### config.mk
export PLATFORM = sky130hd
export DESIGN_NAME = lfu_sorted_list_engine
export DESIGN_NICKNAME = d
export VERILOG_FILES = /design/src/rtl/core/lfu_pkg.sv /design/src/rtl/core/lfu_table.sv /design/src/rtl/core/lfu_sorted_list_engine.sv
export SDC_FILE = /design/constraint.sdc
export NUM_CORES = 2
export LEC_CHECK = 0
export BUFFER_PORTS_ARGS = -buffer_cell sky130_fd_sc_hd__clkbuf_2
export CAP_MARGIN = 20
export CORE_MARGIN = 2
export CORE_UTILIZATION = 50
export CTS_CLUSTER_SIZE = 28
export DETAILED_ROUTE_END_ITERATION = 8
export PLACE_DENSITY = 0.72
export SLEW_MARGIN = 20
export SYNTH_ARGS = -nofsm -noshare
export SYNTH_HDL_FRONTEND = slang
export SYNTH_SLANG_ARGS = --single-unit
### constraint.sdc
create_clock -name clk -period 7.5 [get_ports clk]
set_input_delay 0.75 -clock clk [delete_from_list [all_inputs] [get_ports clk]]
set_output_delay 0.75 -clock clk [all_outputs]
set_load 0.1 [all_outputs]
### src/rtl/core/lfu_pkg.sv
// lfu sorted list engine package: request codes and sequencer states
// no dependencies
`default_nettype none
package lfu_pkg;

  localparam logic [2:0] REQ_ADD         = 3'd0;
  localparam logic [2:0] REQ_REMOVE      = 3'd1;
  localparam logic [2:0] REQ_TOUCH       = 3'd2;
  localparam logic [2:0] REQ_READ_HEAD   = 3'd3;
  localparam logic [2:0] REQ_REMOVE_HEAD = 3'd4;

  typedef enum logic [3:0] {
    ST_IDLE,
    ST_RD_ENTRY,
    ST_UNLINK_P,
    ST_UNLINK_N,
    ST_UNLINK_E,
    ST_INS_START,
    ST_WALK_RD,
    ST_WALK_CMP,
    ST_INS_POS,
    ST_INS_AFTER,
    ST_INS_E,
    ST_DONE
  } lfu_state_t;

endpackage
`default_nettype wire

### src/rtl/core/lfu_table.sv
// lfu entry table: counts, forward and backward links, listed flags
// uses lfu_pkg only for house style; one read port and one write port per field
`default_nettype none
module lfu_table
  import lfu_pkg::*;
#(
  parameter int ENTRIES    = 64,
  parameter int COUNT_BITS = 32,
  localparam int IW = $clog2(ENTRIES),
  localparam int LW = $clog2(ENTRIES + 1)
) (
  input  wire logic                  clk,
  input  wire logic                  rst,
  input  wire logic [IW-1:0]         rd_addr,
  output logic      [COUNT_BITS-1:0] rd_count,
  output logic      [LW-1:0]         rd_next,
  output logic      [LW-1:0]         rd_prev,
  output logic                       rd_listed,
  input  wire logic                  wr_count_en,
  input  wire logic [IW-1:0]         wr_count_addr,
  input  wire logic [COUNT_BITS-1:0] wr_count,
  input  wire logic                  wr_next_en,
  input  wire logic [IW-1:0]         wr_next_addr,
  input  wire logic [LW-1:0]         wr_next,
  input  wire logic                  wr_prev_en,
  input  wire logic [IW-1:0]         wr_prev_addr,
  input  wire logic [LW-1:0]         wr_prev,
  input  wire logic                  wr_flag_en,
  input  wire logic [IW-1:0]         wr_flag_addr,
  input  wire logic                  wr_flag
);

  logic [COUNT_BITS-1:0] count_mem [ENTRIES];
  logic [LW-1:0]         next_mem  [ENTRIES];
  logic [LW-1:0]         prev_mem  [ENTRIES];
  logic [ENTRIES-1:0]    cvalid;
  logic [ENTRIES-1:0]    lvalid;
  logic [ENTRIES-1:0]    listed;
  logic [COUNT_BITS-1:0] cnt_q;
  logic [LW-1:0]         nxt_q;
  logic [LW-1:0]         prv_q;
  logic                  cv_q;
  logic                  lv_q;
  logic                  ls_q;

  // links written together on first use; lvalid covers both
  always_ff @(posedge clk) begin
    if (wr_count_en) count_mem[wr_count_addr] <= wr_count;
    if (wr_next_en) next_mem[wr_next_addr] <= wr_next;
    if (wr_prev_en) prev_mem[wr_prev_addr] <= wr_prev;
    cnt_q <= count_mem[rd_addr];
    nxt_q <= next_mem[rd_addr];
    prv_q <= prev_mem[rd_addr];
  end

  always_ff @(posedge clk) begin
    if (rst) begin
      cvalid <= '0;
      listed <= '0;
      cv_q   <= 1'b0;
      lv_q   <= 1'b0;
      ls_q   <= 1'b0;
    end else begin
      if (wr_count_en) cvalid[wr_count_addr] <= 1'b1;
      if (wr_flag_en) listed[wr_flag_addr] <= wr_flag;
      cv_q <= cvalid[rd_addr];
      lv_q <= lvalid[rd_addr];
      ls_q <= listed[rd_addr];
    end
  end

  // link valid: both link stores always written in the same insert
  always_ff @(posedge clk) begin
    if (rst) begin
      lvalid <= '0;
    end else if (wr_next_en && wr_prev_en && wr_next_addr == wr_prev_addr) begin
      lvalid[wr_next_addr] <= 1'b1;
    end
  end

  assign rd_count  = cv_q ? cnt_q : '0;
  assign rd_next   = lv_q ? nxt_q : LW'(ENTRIES);
  assign rd_prev   = lv_q ? prv_q : LW'(ENTRIES);
  assign rd_listed = ls_q;

endmodule
`default_nettype wire

### src/rtl/core/lfu_sorted_list_engine.sv
// lfu sorted list engine top level: request sequencer over the entry table
// depends on lfu_pkg and lfu_table
//
// channel   direction  signals
// request   in         req_valid req_ready req_type entry_index use_count
// result    out        res_valid res_ready status list_empty head_entry head_count
//
// the sorted insert walks back from the tail one entry per read and compare
// state pair (walk_rd, walk_cmp) through the single table read port
// reset clears list ends, flags and valid bits directly; no clearing pass
// the result register holds while res_ready is low; no new item until taken
`default_nettype none
module lfu_sorted_list_engine
  import lfu_pkg::*;
#(
  parameter int ENTRIES    = 64,
  parameter int COUNT_BITS = 32
) (
  input  wire logic        clk,
  input  wire logic        rst,
  input  wire logic        req_valid,
  output logic             req_ready,
  input  wire logic [2:0]  req_type,
  input  wire logic [5:0]  entry_index,
  input  wire logic [31:0] use_count,
  output logic             res_valid,
  input  wire logic        res_ready,
  output logic             status,
  output logic             list_empty,
  output logic [5:0]       head_entry,
  output logic [31:0]      head_count
);

  localparam int IW = $clog2(ENTRIES);
  localparam int LW = $clog2(ENTRIES + 1);
  localparam int SW = $clog2(ENTRIES + 1);
  localparam logic [LW-1:0] NIL = LW'(ENTRIES);
  localparam logic [COUNT_BITS-1:0] CMAX = '1;

  lfu_state_t state, state_next;

  logic [2:0]            req;
  logic [IW-1:0]         e;
  logic [COUNT_BITS-1:0] cnt;
  logic [LW-1:0]         head_ptr, tail_ptr;
  logic [LW-1:0]         pos, p_l, n_l, after;
  logic [SW-1:0]         steps;
  logic                  do_insert;

  logic [IW-1:0]         rd_addr;
  logic [COUNT_BITS-1:0] rd_count;
  logic [LW-1:0]         rd_next, rd_prev;
  logic                  rd_listed;
  logic                  wc_en, wn_en, wp_en, wf_en, wf;
  logic [IW-1:0]         wc_a, wn_a, wp_a, wf_a;
  logic [COUNT_BITS-1:0] wc;
  logic [LW-1:0]         wn, wp;

  logic                  idx_ok;
  logic [63:0]           cnt_in_ext, cnt_wide;

  lfu_table #(.ENTRIES(ENTRIES), .COUNT_BITS(COUNT_BITS)) u_table (
    .clk, .rst,
    .rd_addr, .rd_count, .rd_next, .rd_prev, .rd_listed,
    .wr_count_en(wc_en), .wr_count_addr(wc_a), .wr_count(wc),
    .wr_next_en(wn_en), .wr_next_addr(wn_a), .wr_next(wn),
    .wr_prev_en(wp_en), .wr_prev_addr(wp_a), .wr_prev(wp),
    .wr_flag_en(wf_en), .wr_flag_addr(wf_a), .wr_flag(wf)
  );

  assign idx_ok     = {58'd0, entry_index} < 64'(ENTRIES);
  assign cnt_in_ext = {32'd0, use_count};
  assign cnt_wide   = 64'(CMAX) & cnt_in_ext;
  assign req_ready  = (state == ST_IDLE) && !res_valid;

  always_comb begin
    state_next = state;
    unique case (state)
      ST_IDLE: begin
        if (req_valid && req_ready) begin
          priority if (req_type == REQ_READ_HEAD || req_type == REQ_REMOVE_HEAD) begin
            state_next = (head_ptr >= NIL) ? ST_DONE : ST_RD_ENTRY;
          end else if ((req_type == REQ_ADD || req_type == REQ_REMOVE ||
                        req_type == REQ_TOUCH) && idx_ok &&
                       !(req_type == REQ_REMOVE && head_ptr >= NIL)) begin
            state_next = ST_RD_ENTRY;
          end else begin
            state_next = ST_DONE;
          end
        end
      end
      ST_RD_ENTRY: begin
        priority if (req == REQ_ADD) begin
          state_next = rd_listed ? ST_DONE : ST_INS_START;
        end else if (req == REQ_READ_HEAD) begin
          state_next = ST_DONE;
        end else if (rd_listed) begin
          state_next = ST_UNLINK_P;
        end else begin
          state_next = (req == REQ_TOUCH) ? ST_INS_START : ST_DONE;
        end
      end
      ST_UNLINK_P:  state_next = ST_UNLINK_N;
      ST_UNLINK_N:  state_next = ST_UNLINK_E;
      ST_UNLINK_E:  state_next = do_insert ? ST_INS_START : ST_DONE;
      ST_INS_START: state_next = (tail_ptr < NIL) ? ST_WALK_RD : ST_INS_POS;
      ST_WALK_RD:   state_next = ST_WALK_CMP;
      ST_WALK_CMP: begin
        if (rd_count > cnt && {1'b0, steps} < (SW + 1)'(ENTRIES) && rd_prev < NIL) begin
          state_next = ST_WALK_RD;
        end else begin
          state_next = ST_INS_POS;
        end
      end
      ST_INS_POS:   state_next = ST_INS_AFTER;
      ST_INS_AFTER: state_next = ST_INS_E;
      ST_INS_E:     state_next = ST_DONE;
      ST_DONE:      state_next = ST_IDLE;
      default:      state_next = ST_IDLE;
    endcase
  end

  // table read address and write strobes
  always_comb begin
    rd_addr = e;
    wc_en = 1'b0; wc_a = e; wc = cnt;
    wn_en = 1'b0; wn_a = e; wn = NIL;
    wp_en = 1'b0; wp_a = e; wp = NIL;
    wf_en = 1'b0; wf_a = e; wf = 1'b0;
    unique case (state)
      ST_IDLE:     rd_addr = (req_type == REQ_READ_HEAD || req_type == REQ_REMOVE_HEAD)
                             ? IW'(head_ptr) : IW'(entry_index);
      ST_UNLINK_P: begin
        wn_en = (p_l < NIL); wn_a = IW'(p_l); wn = n_l;
      end
      ST_UNLINK_N: begin
        wp_en = (n_l < NIL); wp_a = IW'(n_l); wp = p_l;
      end
      ST_UNLINK_E: begin
        wf_en = 1'b1;
      end
      ST_INS_START: begin
        wc_en = 1'b1;
      end
      ST_WALK_RD:  rd_addr = IW'(pos);
      // keeps the insert position's forward link on the read port for ins_pos
      ST_WALK_CMP: rd_addr = IW'(pos);
      ST_INS_POS:  rd_addr = IW'(pos);
      ST_INS_AFTER: begin
        wn_en = (pos < NIL); wn_a = IW'(pos); wn = LW'(e);
        wp_en = (after < NIL); wp_a = IW'(after); wp = LW'(e);
      end
      ST_INS_E: begin
        wn_en = 1'b1; wn = after;
        wp_en = 1'b1; wp = pos;
        wf_en = 1'b1; wf = 1'b1;
      end
      default: ;
    endcase
  end

  always_ff @(posedge clk) begin
    if (rst) begin
      state      <= ST_IDLE;
      head_ptr   <= NIL;
      tail_ptr   <= NIL;
      res_valid  <= 1'b0;
      status     <= 1'b0;
      list_empty <= 1'b0;
      head_entry <= '0;
      head_count <= '0;
    end else begin
      state <= state_next;
      if (res_valid && res_ready) res_valid <= 1'b0;
      unique case (state)
        ST_IDLE: begin
          if (req_valid && req_ready) begin
            req        <= req_type;
            e          <= (req_type == REQ_READ_HEAD || req_type == REQ_REMOVE_HEAD)
                          ? IW'(head_ptr) : IW'(entry_index);
            cnt        <= COUNT_BITS'(cnt_wide);
            do_insert  <= (req_type == REQ_TOUCH);
            status     <= 1'b0;
            list_empty <= 1'b0;
            head_entry <= '0;
            head_count <= '0;
            priority if (req_type == REQ_READ_HEAD || req_type == REQ_REMOVE_HEAD) begin
              list_empty <= (head_ptr >= NIL);
            end else if (req_type == REQ_ADD || req_type == REQ_TOUCH) begin
              status <= !idx_ok;
            end else if (req_type == REQ_REMOVE) begin
              status <= !idx_ok || (head_ptr >= NIL);
            end else begin
              status <= 1'b1;
            end
          end
        end
        ST_RD_ENTRY: begin
          p_l <= rd_prev;
          n_l <= rd_next;
          if (req == REQ_ADD && rd_listed) status <= 1'b1;
          if (req == REQ_TOUCH) cnt <= (rd_count < CMAX) ? rd_count + 1'b1 : rd_count;
          if (req == REQ_READ_HEAD || req == REQ_REMOVE_HEAD) begin
            head_entry <= 6'(e);
            head_count <= 32'({32'd0, rd_count});
          end
        end
        ST_UNLINK_P: if (p_l >= NIL) head_ptr <= n_l;
        ST_UNLINK_N: if (n_l >= NIL) tail_ptr <= p_l;
        ST_INS_START: begin
          pos   <= tail_ptr;
          steps <= '0;
        end
        ST_WALK_CMP: begin
          if (rd_count > cnt && {1'b0, steps} < (SW + 1)'(ENTRIES)) begin
            pos   <= rd_prev;
            steps <= steps + 1'b1;
          end
        end
        ST_INS_POS: begin
          if (pos < NIL) begin
            after <= rd_next;
          end else begin
            after    <= head_ptr;
            head_ptr <= LW'(e);
          end
        end
        ST_INS_AFTER: if (after >= NIL) tail_ptr <= LW'(e);
        ST_DONE: res_valid <= 1'b1;
        default: ;
      endcase
    end
  end

endmodule
`default_nettype wire
==> metrics.cfg <==
[logic_synthesis]
synth_edf_count = 3021
synth_commonest_cells = edfxtp_1 (3,021), mux4_2 (766), nor2_1 (371), dfxtp_1 (300), nand2_1 (278)
synth_top_cell_by_area = edfxtp_1
netlist_instances = 6678
synthArstFlopShare_pct = 0
synthFlopType = edfxtp_1
netlist_area_um2 = 129000
postSynthAreaPerCell_um2 = 19.4
yosysWarnings = 0
synth.area.top_cells = edfxtp_1 (70%), mux4_2 (13%), dfxtp_1 (4.6%), mux2i_1 (2.1%), nor2_1 (1.1%)
synth_top_area_share_pct = 70.2
synth-seq-area-share_pct = 74.8
synthMostInstantiatedCell = edfxtp_1
synth.distinct_cells = 74
synth-seq-cells = 3321
syn-num-nets = 6756

[setup_path]
rrSetupSlack_ns = 2.43
r2r_start = state[3]
r2r-end = u_table.cnt_q[18]
reg2reg_depth = 11
worstSetupPathType = reg2reg
crit_fanout = 100
start_kind = register
crit_required_ns = 8.32
crit_path_end_kind = register
worstPathArrival_ns = 5.89

[floorplanning]
die_h_um = 513
pin_count = 87
dieArea_um2 = 263000
initial_utilization_pct = 50.3
die_x_um = 513
rows = 186
core_area_um2 = 257000

[global_routing]
antenna_found_initial = 29
grt_pass1_vias = 67900
grt_start_max_net_pins = 102
grt_remaining_overflow = 0
grt_use_total_pct = 25.5
grt_pass1_wl_mm = 485

[power]
p_leak_nw = 46.1
vdd_drop_max_mv = 0.854
p_per_area_nw_per_um2 = 433
p_total_mw = 62.8

[drt]
drt-total-wl_mm = 338
vias = 69400
drc = 1
ant_nets = 1
wire_per_inst_um = 32.1
via_per_inst = 6.58
drt_iter0_markers = 11300
dr.pass1.iters = 9

[placement]
hpwl_mm = 195
gp_congestion = 0.921
numPortBuffers = 86
dp.cells = 9977

[cells_and_area]
fin_util_pct = 56.4
syn_to_final_growth_pct = 12.1
drive_above_1_share_pct = 23.1
final_nets = 6996
instances_no_fill = 10500

[clock_network]
htreeDepth = 5
cts.sinks = 3321
cts_resized = 0
cts_buffers = 322
cts-root-buf = clkbuf_16
clock_latency_ns = 0.96
tritoncts = yes
clk_path_buf_depth = 4
clk_pin_slew_ns = 0.07
cts_hold_buf = 0
postCtsSetupBuffers = 0

[worst_hold_path]
hp-start = req_type[0]
hold_class = in2reg
holdPathStages = 1
holdPathEnd = req[0]

[status]
violations = antenna rules, DRC
status = finished, violations left

[sta]
fmax_mhz = 197
timing.final.crit_share_pct = 67.6
final-setup-viol-count = 0
setup_tns_ns = 0
report.final.slew_viol_count = 0
fin_skew_ns = 0.0450
final_hold_viol_count = 0
rsz0062_at_grt = false
relSlewSlack_pct = 27.3
period_needed_ns = 5.07
worst_pin_slew_ns = 1.09

[flow_run]
drv_cap = 0

power breakdown:
group	total (mW)	leakage [nW]	switching [mW]	internal, mW
registers	21.8	29.8	0.457	21.4
clock network	15.7	4.95	6.68	9.04
logic	25.3	11.4	15.0	10.2
sequential cells by signal, summed over array words and instances (netlist names), 7 cells and up:
signal             flops
u_table.count_mem   2048
u_table.next_mem     448
u_table.prev_mem     448
u_table.cvalid        64
u_table.listed        64
u_table.lvalid        64
cnt                   32
head_count            32
u_table.cnt_q         32
after                  7
head_ptr               7
n_l                    7
p_l                    7
pos                    7
steps                  7
tail_ptr               7
u_table.nxt_q          7
u_table.prv_q          7
cells in the final DEF (no fill, tap or decap), types with 19 or more instances in the layout:
cell type / n
edfxtp_1: 3021
mux4_2: 766
clkbuf_16: 328
nor2_1: 303
dfxtp_1: 300
mux2i_1: 274
nand2_1: 270
a21oi_1: 203
o22ai_1: 193
buf_4: 177
a22oi_1: 157
o21ai_0: 99
clkbuf_2: 85
nand3_1: 78
nor2_4: 68
o21a_1: 64
inv_1: 61
clkinv_2: 61
clkbuf_1: 60
or4_1: 49
clkinv_1: 46
and2_1: 39
nor3_1: 38
ha_1: 33
buf_12: 26
bufinv_16: 25
mux2_2: 19
worst max path at each step:
| stage | startpoint | endpoint | slack [ns] | cells past startpoint |
|---|---|---|---|---|
| after global routing | state[3] | u_table.cnt_q[18] | 2.32 | 11 |
| final | state[3] | u_table.cnt_q[18] | 2.43 | 11 |
| after floorplan | state[3] | cnt[0] | 2.81 | 7 |
| after global placement | req_type[0] | u_table.cnt_q[29] | 2.28 | 12 |
| after CTS | state[3] | u_table.cnt_q[18] | 2.62 | 11 |
| after detailed placement | req_type[0] | u_table.cnt_q[24] | 2.23 | 12 |
metrics by stage:
stage	instance area (um^2)	setup WS, ns	hold WS (ns)
final	145000	2.43	0.0625
after global routing	145000	2.32	0.0564
after CTS	145000	2.62	0.00339
after global placement	135000	2.28	0.440
after detailed placement	135000	2.23	0.449
after floorplan	129000	2.81	0.431
critical path, cell delays in order, from the launching register on:
cell and delay [ns]:
dfxtp_1 0.31, buf_4 0.23, nor4_4 0.70, nand2_1 0.14
mux2i_1 0.24, or2_4 0.56, buf_12 0.46, buf_4 0.47
mux4_2 0.37, mux2i_1 0.20, o22ai_1 0.37, or4_1 0.62
area by class of cell:
type | instances | area [um^2]
fillers | 18600 | 112000
flip-flops and latches | 3321 | 96700
multi-input cells | 2915 | 31300
clock buffers | 406 | 8680
well taps | 3384 | 4230
repair buffers | 291 | 2320
clock inverters | 151 | 1400
inverters | 67 | 253
diodes | 12 | 30.0
routing by layer:
layer  share of wire, %  routed length, um  track usage, %  vias up
met5              0.059                200               0        -
met1                 38             127000            36.3    36100
li1                   -                  -               -    27900
met3                 13              44100            6.92      714
met2                 46             156000            38.8     4676
met4                3.1              10400            7.56       24
logic make-up (layout without fill, tap and decap cells):
logic type	count (synthesis)	count (layout)	share of synthesized area (%)
AND/OR/NAND/NOR	954	954	3.34
AO/OA/AOI/OAI	849	849	4.20
other	0	12	0
XOR/XNOR	19	19	0.129
flip-flops	3321	3321	74.8
adder cells (fa/ha/maj)	33	33	0.319
buffers and inverters	442	915	1.58
multiplexers	1060	1060	15.6
Note: power is estimated with default switching activity, not from simulation.
